### config.mk
export PLATFORM = sky130hd
export DESIGN_NAME = interleaved_bitplane_to_chunky_unit
export DESIGN_NICKNAME = d
export VERILOG_FILES = /design/src/rtl/ibc_pkg.sv /design/src/rtl/ibc_group_out.sv /design/src/rtl/interleaved_bitplane_to_chunky_unit.sv
export SDC_FILE = /design/constraint.sdc
export NUM_CORES = 1
export LEC_CHECK = 0
export BUFFER_PORTS_ARGS = -buffer_cell sky130_fd_sc_hd__buf_2
export CAP_MARGIN = 10
export CORE_ASPECT_RATIO = 2
export CORE_MARGIN = 5
export CORE_UTILIZATION = 39
export CTS_CLUSTER_DIAMETER = 30
export DETAILED_ROUTE_END_ITERATION = 6
export PLACE_DENSITY = 0.55
export SYNTH_ARGS = -nofsm -noshare
export SYNTH_HDL_FRONTEND = slang
export SYNTH_SLANG_ARGS = --single-unit
### constraint.sdc
create_clock -name clk -period 16.4 [get_ports clk]
set_input_delay 0.82 -clock clk [delete_from_list [all_inputs] [get_ports clk]]
set_output_delay 0.82 -clock clk [all_outputs]
set_load 0.1 [all_outputs]
### src/rtl/ibc_pkg.sv
// Shared types and constants for the interleaved bitplane to chunky converter.
// No dependencies.
package ibc_pkg;

	localparam int WORD_W       = 16;
	localparam int INDEX_W      = 8;
	localparam int GROUP_PIXELS = 16;
	localparam int PIX_CNT_W    = 4;
	localparam int SHIFT_W      = 2;
	localparam int ROW_GROUPS_W = 9;
	localparam int PLANE_POW_W  = 4;

	// configuration port
	localparam int CFG_INDEX_W = 1;
	localparam int CFG_DATA_W  = 9;

	localparam logic [CFG_INDEX_W-1:0] REG_PLANE_SHIFT = 1'd0;
	localparam logic [CFG_INDEX_W-1:0] REG_ROW_GROUPS  = 1'd1;

	localparam logic [SHIFT_W-1:0]      PLANE_SHIFT_RST = 2'd2;
	localparam logic [ROW_GROUPS_W-1:0] ROW_GROUPS_RST  = 9'd20;

	// one group of chunky pixels, element 0 is the leftmost pixel
	typedef logic [GROUP_PIXELS-1:0][INDEX_W-1:0] group_pixels_t;

endpackage

### src/rtl/ibc_group_out.sv
// Output stage: holds one group of 16 chunky pixels and emits one per transaction.
// Depends on ibc_pkg.
module ibc_group_out import ibc_pkg::*; (
	input  logic                clk,
	input  logic                arst_n,
	input  logic                load,
	input  group_pixels_t       pixels,
	input  logic                row_last,
	output logic                free,
	output logic                out_valid,
	input  logic                out_ready,
	output logic [INDEX_W-1:0]  pixel_index,
	output logic                group_last,
	output logic                row_end
);

	group_pixels_t         grp_q;
	logic [PIX_CNT_W-1:0]  cnt_q;
	logic                  valid_q;
	logic                  row_last_q;
	logic                  take;
	logic                  done;

	// handshake and end of group
	assign take = valid_q & out_ready;
	assign done = take && (cnt_q == PIX_CNT_W'(GROUP_PIXELS - 1));
	assign free = !valid_q || done;

	// control state
	always_ff @(posedge clk or negedge arst_n) begin
		if (!arst_n) begin
			valid_q <= 1'b0;
			cnt_q   <= '0;
		end else if (load) begin
			valid_q <= 1'b1;
			cnt_q   <= '0;
		end else if (take) begin
			if (done) begin
				valid_q <= 1'b0;
			end
			cnt_q <= cnt_q + PIX_CNT_W'(1);
		end
	end

	// pixel shift register, pixel to emit sits in element 0
	always_ff @(posedge clk) begin
		if (load) begin
			grp_q      <= pixels;
			row_last_q <= row_last;
		end else if (take) begin
			grp_q <= {{INDEX_W{1'b0}}, grp_q[GROUP_PIXELS-1:1]};
		end
	end

	assign out_valid   = valid_q;
	assign pixel_index = grp_q[0];
	assign group_last  = (cnt_q == PIX_CNT_W'(GROUP_PIXELS - 1));
	assign row_end     = group_last & row_last_q;

endmodule

### src/rtl/interleaved_bitplane_to_chunky_unit.sv
// Interleaved bitplane to chunky converter, top level; depends on ibc_pkg and ibc_group_out.
// Output: the first pixel of a group is valid in the cycle after the group's last plane word is taken.
// Rate: one pixel per cycle while out_ready is held high; plane words of the next group
//   are taken while a group drains, and only the completing word waits for the output stage.
// Reset: asynchronous, clears counters and output valid, loads register defaults.
module interleaved_bitplane_to_chunky_unit import ibc_pkg::*; #(
	parameter int MAX_PLANES     = 8,
	parameter int MAX_ROW_GROUPS = 256
) (
	input  logic                    clk,
	input  logic                    arst_n,
	input  logic                    cfg_we,
	input  logic [CFG_INDEX_W-1:0]  cfg_index,
	input  logic [CFG_DATA_W-1:0]   cfg_data,
	input  logic                    in_valid,
	output logic                    in_ready,
	input  logic [WORD_W-1:0]       plane_word,
	output logic                    out_valid,
	input  logic                    out_ready,
	output logic [INDEX_W-1:0]      pixel_index,
	output logic                    group_last,
	output logic                    row_end
);

	localparam int PC_W  = (MAX_PLANES > 1) ? $clog2(MAX_PLANES) : 1;
	localparam int N_W   = $clog2(MAX_PLANES + 1);
	localparam int BUF_D = (MAX_PLANES > 1) ? MAX_PLANES - 1 : 1;
	localparam int BI_W  = (BUF_D > 1) ? $clog2(BUF_D) : 1;
	localparam int GC_W  = (MAX_ROW_GROUPS > 1) ? $clog2(MAX_ROW_GROUPS) : 1;
	localparam int RG_BASE_W = ($clog2(MAX_ROW_GROUPS + 1) > ROW_GROUPS_W) ?
		$clog2(MAX_ROW_GROUPS + 1) : ROW_GROUPS_W;
	localparam int RG_W  = RG_BASE_W + 1;

	logic [SHIFT_W-1:0]      plane_shift_q;
	logic [ROW_GROUPS_W-1:0] row_groups_q;
	logic [PC_W-1:0]         plane_cnt_q;
	logic [GC_W-1:0]         group_cnt_q;
	logic [WORD_W-1:0]       plane_buf_q [BUF_D];

	logic [PLANE_POW_W-1:0]  plane_pow;
	logic [N_W-1:0]          planes;
	logic [N_W:0]            cnt_next_w;
	logic                    grp_done;
	logic [RG_W-1:0]         rg_act;
	logic [RG_W-1:0]         grp_next_w;
	logic                    row_last;
	logic                    in_accept;
	logic                    load;
	logic                    out_free;
	logic [WORD_W-1:0]       words [MAX_PLANES];
	group_pixels_t           pixels;

	// configuration registers
	always_ff @(posedge clk or negedge arst_n) begin
		if (!arst_n) begin
			plane_shift_q <= PLANE_SHIFT_RST;
			row_groups_q  <= ROW_GROUPS_RST;
		end else if (cfg_we) begin
			unique case (cfg_index)
				REG_PLANE_SHIFT: plane_shift_q <= cfg_data[SHIFT_W-1:0];
				REG_ROW_GROUPS:  row_groups_q  <= cfg_data[ROW_GROUPS_W-1:0];
				default: ;
			endcase
		end
	end

	// active plane count, limited to the build maximum
	assign plane_pow = PLANE_POW_W'(1) << plane_shift_q;
	assign planes    = (plane_pow > PLANE_POW_W'(MAX_PLANES)) ? N_W'(MAX_PLANES)
		: N_W'(plane_pow);

	// a word completes the group once the counter plus one reaches the plane count
	assign cnt_next_w = (N_W + 1)'(plane_cnt_q) + (N_W + 1)'(1);
	assign grp_done   = !(cnt_next_w < (N_W + 1)'(planes));

	// active row length, zero or oversize means the maximum
	assign rg_act = (row_groups_q == '0 ||
		RG_W'(row_groups_q) > RG_W'(MAX_ROW_GROUPS)) ? RG_W'(MAX_ROW_GROUPS)
		: RG_W'(row_groups_q);
	assign grp_next_w = RG_W'(group_cnt_q) + RG_W'(1);
	assign row_last   = !(grp_next_w < rg_act);

	// the completing word waits only for the output stage
	assign in_ready  = !grp_done || out_free;
	assign in_accept = in_valid & in_ready;
	assign load      = in_accept & grp_done;

	// plane and group counters
	always_ff @(posedge clk or negedge arst_n) begin
		if (!arst_n) begin
			plane_cnt_q <= '0;
			group_cnt_q <= '0;
		end else if (in_accept) begin
			if (grp_done) begin
				plane_cnt_q <= '0;
				if (row_last) begin
					group_cnt_q <= '0;
				end else begin
					group_cnt_q <= GC_W'(grp_next_w);
				end
			end else begin
				plane_cnt_q <= PC_W'(cnt_next_w);
			end
		end
	end

	// held plane words of the current group
	always_ff @(posedge clk) begin
		if (in_accept && !grp_done) begin
			plane_buf_q[plane_cnt_q[BI_W-1:0]] <= plane_word;
		end
	end

	// plane words of the group, the arriving word is the last plane
	always_comb begin
		for (int p = 0; p < MAX_PLANES; p++) begin
			words[p] = '0;
		end
		for (int p = 0; p < MAX_PLANES - 1; p++) begin
			words[p] = plane_buf_q[BI_W'(p)];
		end
		for (int p = 0; p < MAX_PLANES; p++) begin
			if (N_W'(p) == planes - N_W'(1)) begin
				words[p] = plane_word;
			end
		end
	end

	// bitplane to chunky transpose, leftmost pixel from bit 15
	always_comb begin
		for (int i = 0; i < GROUP_PIXELS; i++) begin
			pixels[i] = '0;
			for (int p = 0; p < MAX_PLANES; p++) begin
				if (N_W'(p) < planes) begin
					pixels[i][p] = words[p][WORD_W - 1 - i];
				end
			end
		end
	end

	ibc_group_out u_group_out (
		.clk         (clk),
		.arst_n      (arst_n),
		.load        (load),
		.pixels      (pixels),
		.row_last    (row_last),
		.free        (out_free),
		.out_valid   (out_valid),
		.out_ready   (out_ready),
		.pixel_index (pixel_index),
		.group_last  (group_last),
		.row_end     (row_end)
	);

	// a completed group shows up at the output in the next cycle
	a_load_to_out: assert property (@(posedge clk) disable iff (!arst_n)
		load |=> out_valid)
		else $error("completed group not presented at output");

	// input stalls only behind a group still draining
	a_stall_cause: assert property (@(posedge clk) disable iff (!arst_n)
		!in_ready |-> out_valid)
		else $error("input stalled with empty output stage");

	// the last group of a row restarts the group count
	a_row_wrap: assert property (@(posedge clk) disable iff (!arst_n)
		(load && row_last) |=> (group_cnt_q == '0))
		else $error("group counter did not wrap at row end");

endmodule

==> metrics.cfg <==
[status]
status=finished clean

[sta]
final_max_slew_viol_count=0
min_period_ns=4.39
final_hold_viol_count=0
worst_slew_pin_slew_ns=1.14
min_period_over_period_pct=26.8
setup_viol=0
rsz0062_at_grt=no
skew_ns=0.00850
setup-tns-final_ns=0
slew-limit-headroom_pct=24.1
max_freq_ghz=0.228

[placed_design]
finalWeightedCongestion=0.812
portBuffers=42
post-dp-hpwl_mm=14.8
dpl_cell_area_um2=11500

[clocking]
cts_sinks=268
clkLatencyLatePin_ns=0.50
cts_tree=yes
clockRootBuffer=clkbuf_16
cts_buffer_depth=3
cts_hold_buf=0
cts_buffers=36
cts_max_level=2
cts.clk_slew.worst_paths_ns=0.06
cts_resized=0
cts_setup_buffers=0

[worst_setup_path]
cp_max_fo=66
cp-end-kind=flop
critPathKind=reg2reg
critPathArrivalTime_ns=4.75
cp_data_required_time_ns=16.76
startpoint_type=flop

[grt]
grt_pass1_wl_mm=37.9
grt_max_degree=83
grt-busiest-layer=met2
grt_usage_pct=15.3
met1_usage_pct=16.9
overflow=0
first_global_vias=6835
use_met3_pct=2.21
antenna_found_initial=0
use_met2_pct=28.3

[logic_synthesis]
synth-async-reset-ratio_pct=10.1
synthesis.area_um2=11100
synth-seq-area-share_pct=71.5
syn_avg_cell_area_um2=13.1
synth_edf_count=241
ys_types=48
synth_seq_cells=268
yosysTopAreaCell=edfxtp_1
syn_nets=890
ys_top_cells_by_area=edfxtp_1 65%, nand2_1 6.5%, dfrtp_1 5.4%
synthCells=844
ys.warnings.count=0
synth-main-ff-cell=edfxtp_1
yosys.area.top_type_share_pct=65.4

[finish]
stdcell_area_um2=12700
fin_nets=930
antennaDiodeCount=0
nFillCells=2602
area_growth_pct=15.1
layout-drive-gt1-share_pct=15.5

[floorplan]
die_area_um2=32100
ioPinCount=43
fp.dieH_um=248
std_cell_rows=87
core_um2=28100
start_util_pct=39.4
die_x_um=129

[route]
drcViolationCount=0
drt-vias-per-instance=5.17
drt-initial-drc-count=335
vias=6549
dr.pass1.iters=4
wl_per_cell_um=19.0
wl_mm=24.1
final_antenna_net_count=0

[power]
vdd_ir_drop_max_mv=0.132
leakage_uw=0.00486
p_per_area_nw_per_um2=189

[hold_path]
hp-class=in2async

[job]
cap_violations=0

power by group:
group | leakage, µW | total (µW) | switching [µW] | internal [µW]
Clock | 0.000591 | 798 | 301 | 497
Sequential | 0.00260 | 1080 | 71.4 | 1010
Combinational | 0.00166 | 534 | 398 | 136
synth_stat cells (all sizes together) (2+ instances only):
master  number
edfxtp     241
nand2      193
nand3       85
nor2        74
buf         49
a221oi      30
o21ai       27
dfrtp       24
mux2i       16
ha          15
mux2        11
and3        10
nand2b      10
clkbuf       7
inv          7
a21oi        6
xnor2        5
xor2         5
dfstp        3
nor2b        3
and2         2
nor3         2
nor4         2
metal layers:
layer  part of all wire [%]  wire, µm
met5                      0         0
met4                    4.6      1110
met3                    3.9       934
met2                     55     13300
met1                     36      8790
cells by family after synthesis:
logic type	after synthesis	share of synthesized area [%]
AND/OR/NAND/NOR	388	15.3
flip-flops	268	71.5
AO/OA/AOI/OAI	73	4.68
buffers and inverters	63	3.51
multiplexers	27	2.57
adder cells (fa/ha/maj)	15	1.70
XOR/XNOR	10	0.791
worst max-delay path, stage by stage (launching register included):
cell and delay [ns]:
dfstp_2 0.52, buf_4 0.39, nor2b_1 0.09, buf_4 0.22
inv_1 0.07, ha_1 0.22, o211ai_2 0.14, o21ai_2 0.24
nand3_4 0.30, buf_4 0.44, inv_4 0.54, buf_4 0.66
nand3_1 0.19, nand2_1 0.13
worst paths after layout:
kind | to | start | slack (ns) | cells past startpoint
worst max-delay path | u_group_out.grp_q[63] | plane_shift_q[1] | 12.01 | 13
worst min-delay path | plane_shift_q[0] | arst_n | 0.35 | 1
worst max register to register | u_group_out.grp_q[63] | plane_shift_q[1] | 12.01 | 13
worst min register to register | row_groups_q[8] | row_groups_q[8] | 0.50 | 1
max in group asynchronous | plane_cnt_q[0] | arst_n | 15.62 | 1
min in group clk | row_groups_q[8] | row_groups_q[8] | 0.50 | 1
final cells by class:
class                           count  area [µm²]  area share (%)
Sequential cell                   268        7920            62.1
Multi-Input combinational cell    513        2800            22.0
Clock buffer                       39         933            7.32
Tap cell                          356         445            3.49
Timing Repair Buffer               58         330            2.59
Clock inverter                     25         294            2.31
Inverter                            7        28.8           0.226
cell usage in the layout (no fill, tap or decap), types with 2 or more instances in the layout:
cell type   Yosys  routed
a21oi_1         6       6
dfrtp_1        24      24
a221oi_1       30      30
dfstp_2         3       3
xor2_1          5       5
nand2_1       193     192
nor2b_1         3       3
xnor2_1         5       5
nand2b_1       10      10
buf_4          10      16
nor2_1         73      73
bufinv_16       0       5
clkinv_2        0       3
clkinv_1        0       4
clkbuf_1        7       2
and3_1         10      10
inv_8           0       2
buf_2          20      42
nor4_1          2       2
clkinvlp_4      0       4
mux2i_1        16      16
ha_1           15      15
inv_6           0       6
clkbuf_16       0      37
inv_1           6       6
mux2_2         11      11
nand3_1        84      84
o21ai_0        25      25
edfxtp_1      241     241
per-stage QoR:
step / total power (µW) / std cells / hold slack, ns / utilization [%] / setup WS, ns
3_3_place_gp: 1630 / 1202 / 0.486 / 41.0 / 12.06
5_1_grt: 2530 / 1266 / 0.392 / 45.4 / 11.65
6_report: 2410 / 1266 / 0.349 / 45.4 / 12.01
3_5_place_dp: 1640 / 1202 / 0.496 / 41.0 / 11.98
4_1_cts: 2440 / 1266 / 0.358 / 45.4 / 11.97
2_1_floorplan: 1490 / 844 / 0.479 / - / 10.86
flip-flops by register name, indices dropped and copies added, names as in the netlist:
signal and count:
row_groups_q 9, u_group_out.row_last_q 1, u_group_out.out_valid 1, u_group_out.grp_q 120
plane_shift_q 2, u_group_out.pixel_index 8, group_cnt_q 8, plane_buf_q 112
plane_cnt_q 3, u_group_out.cnt_q 4
No activity file was read; power rests on OpenSTA's default activity.
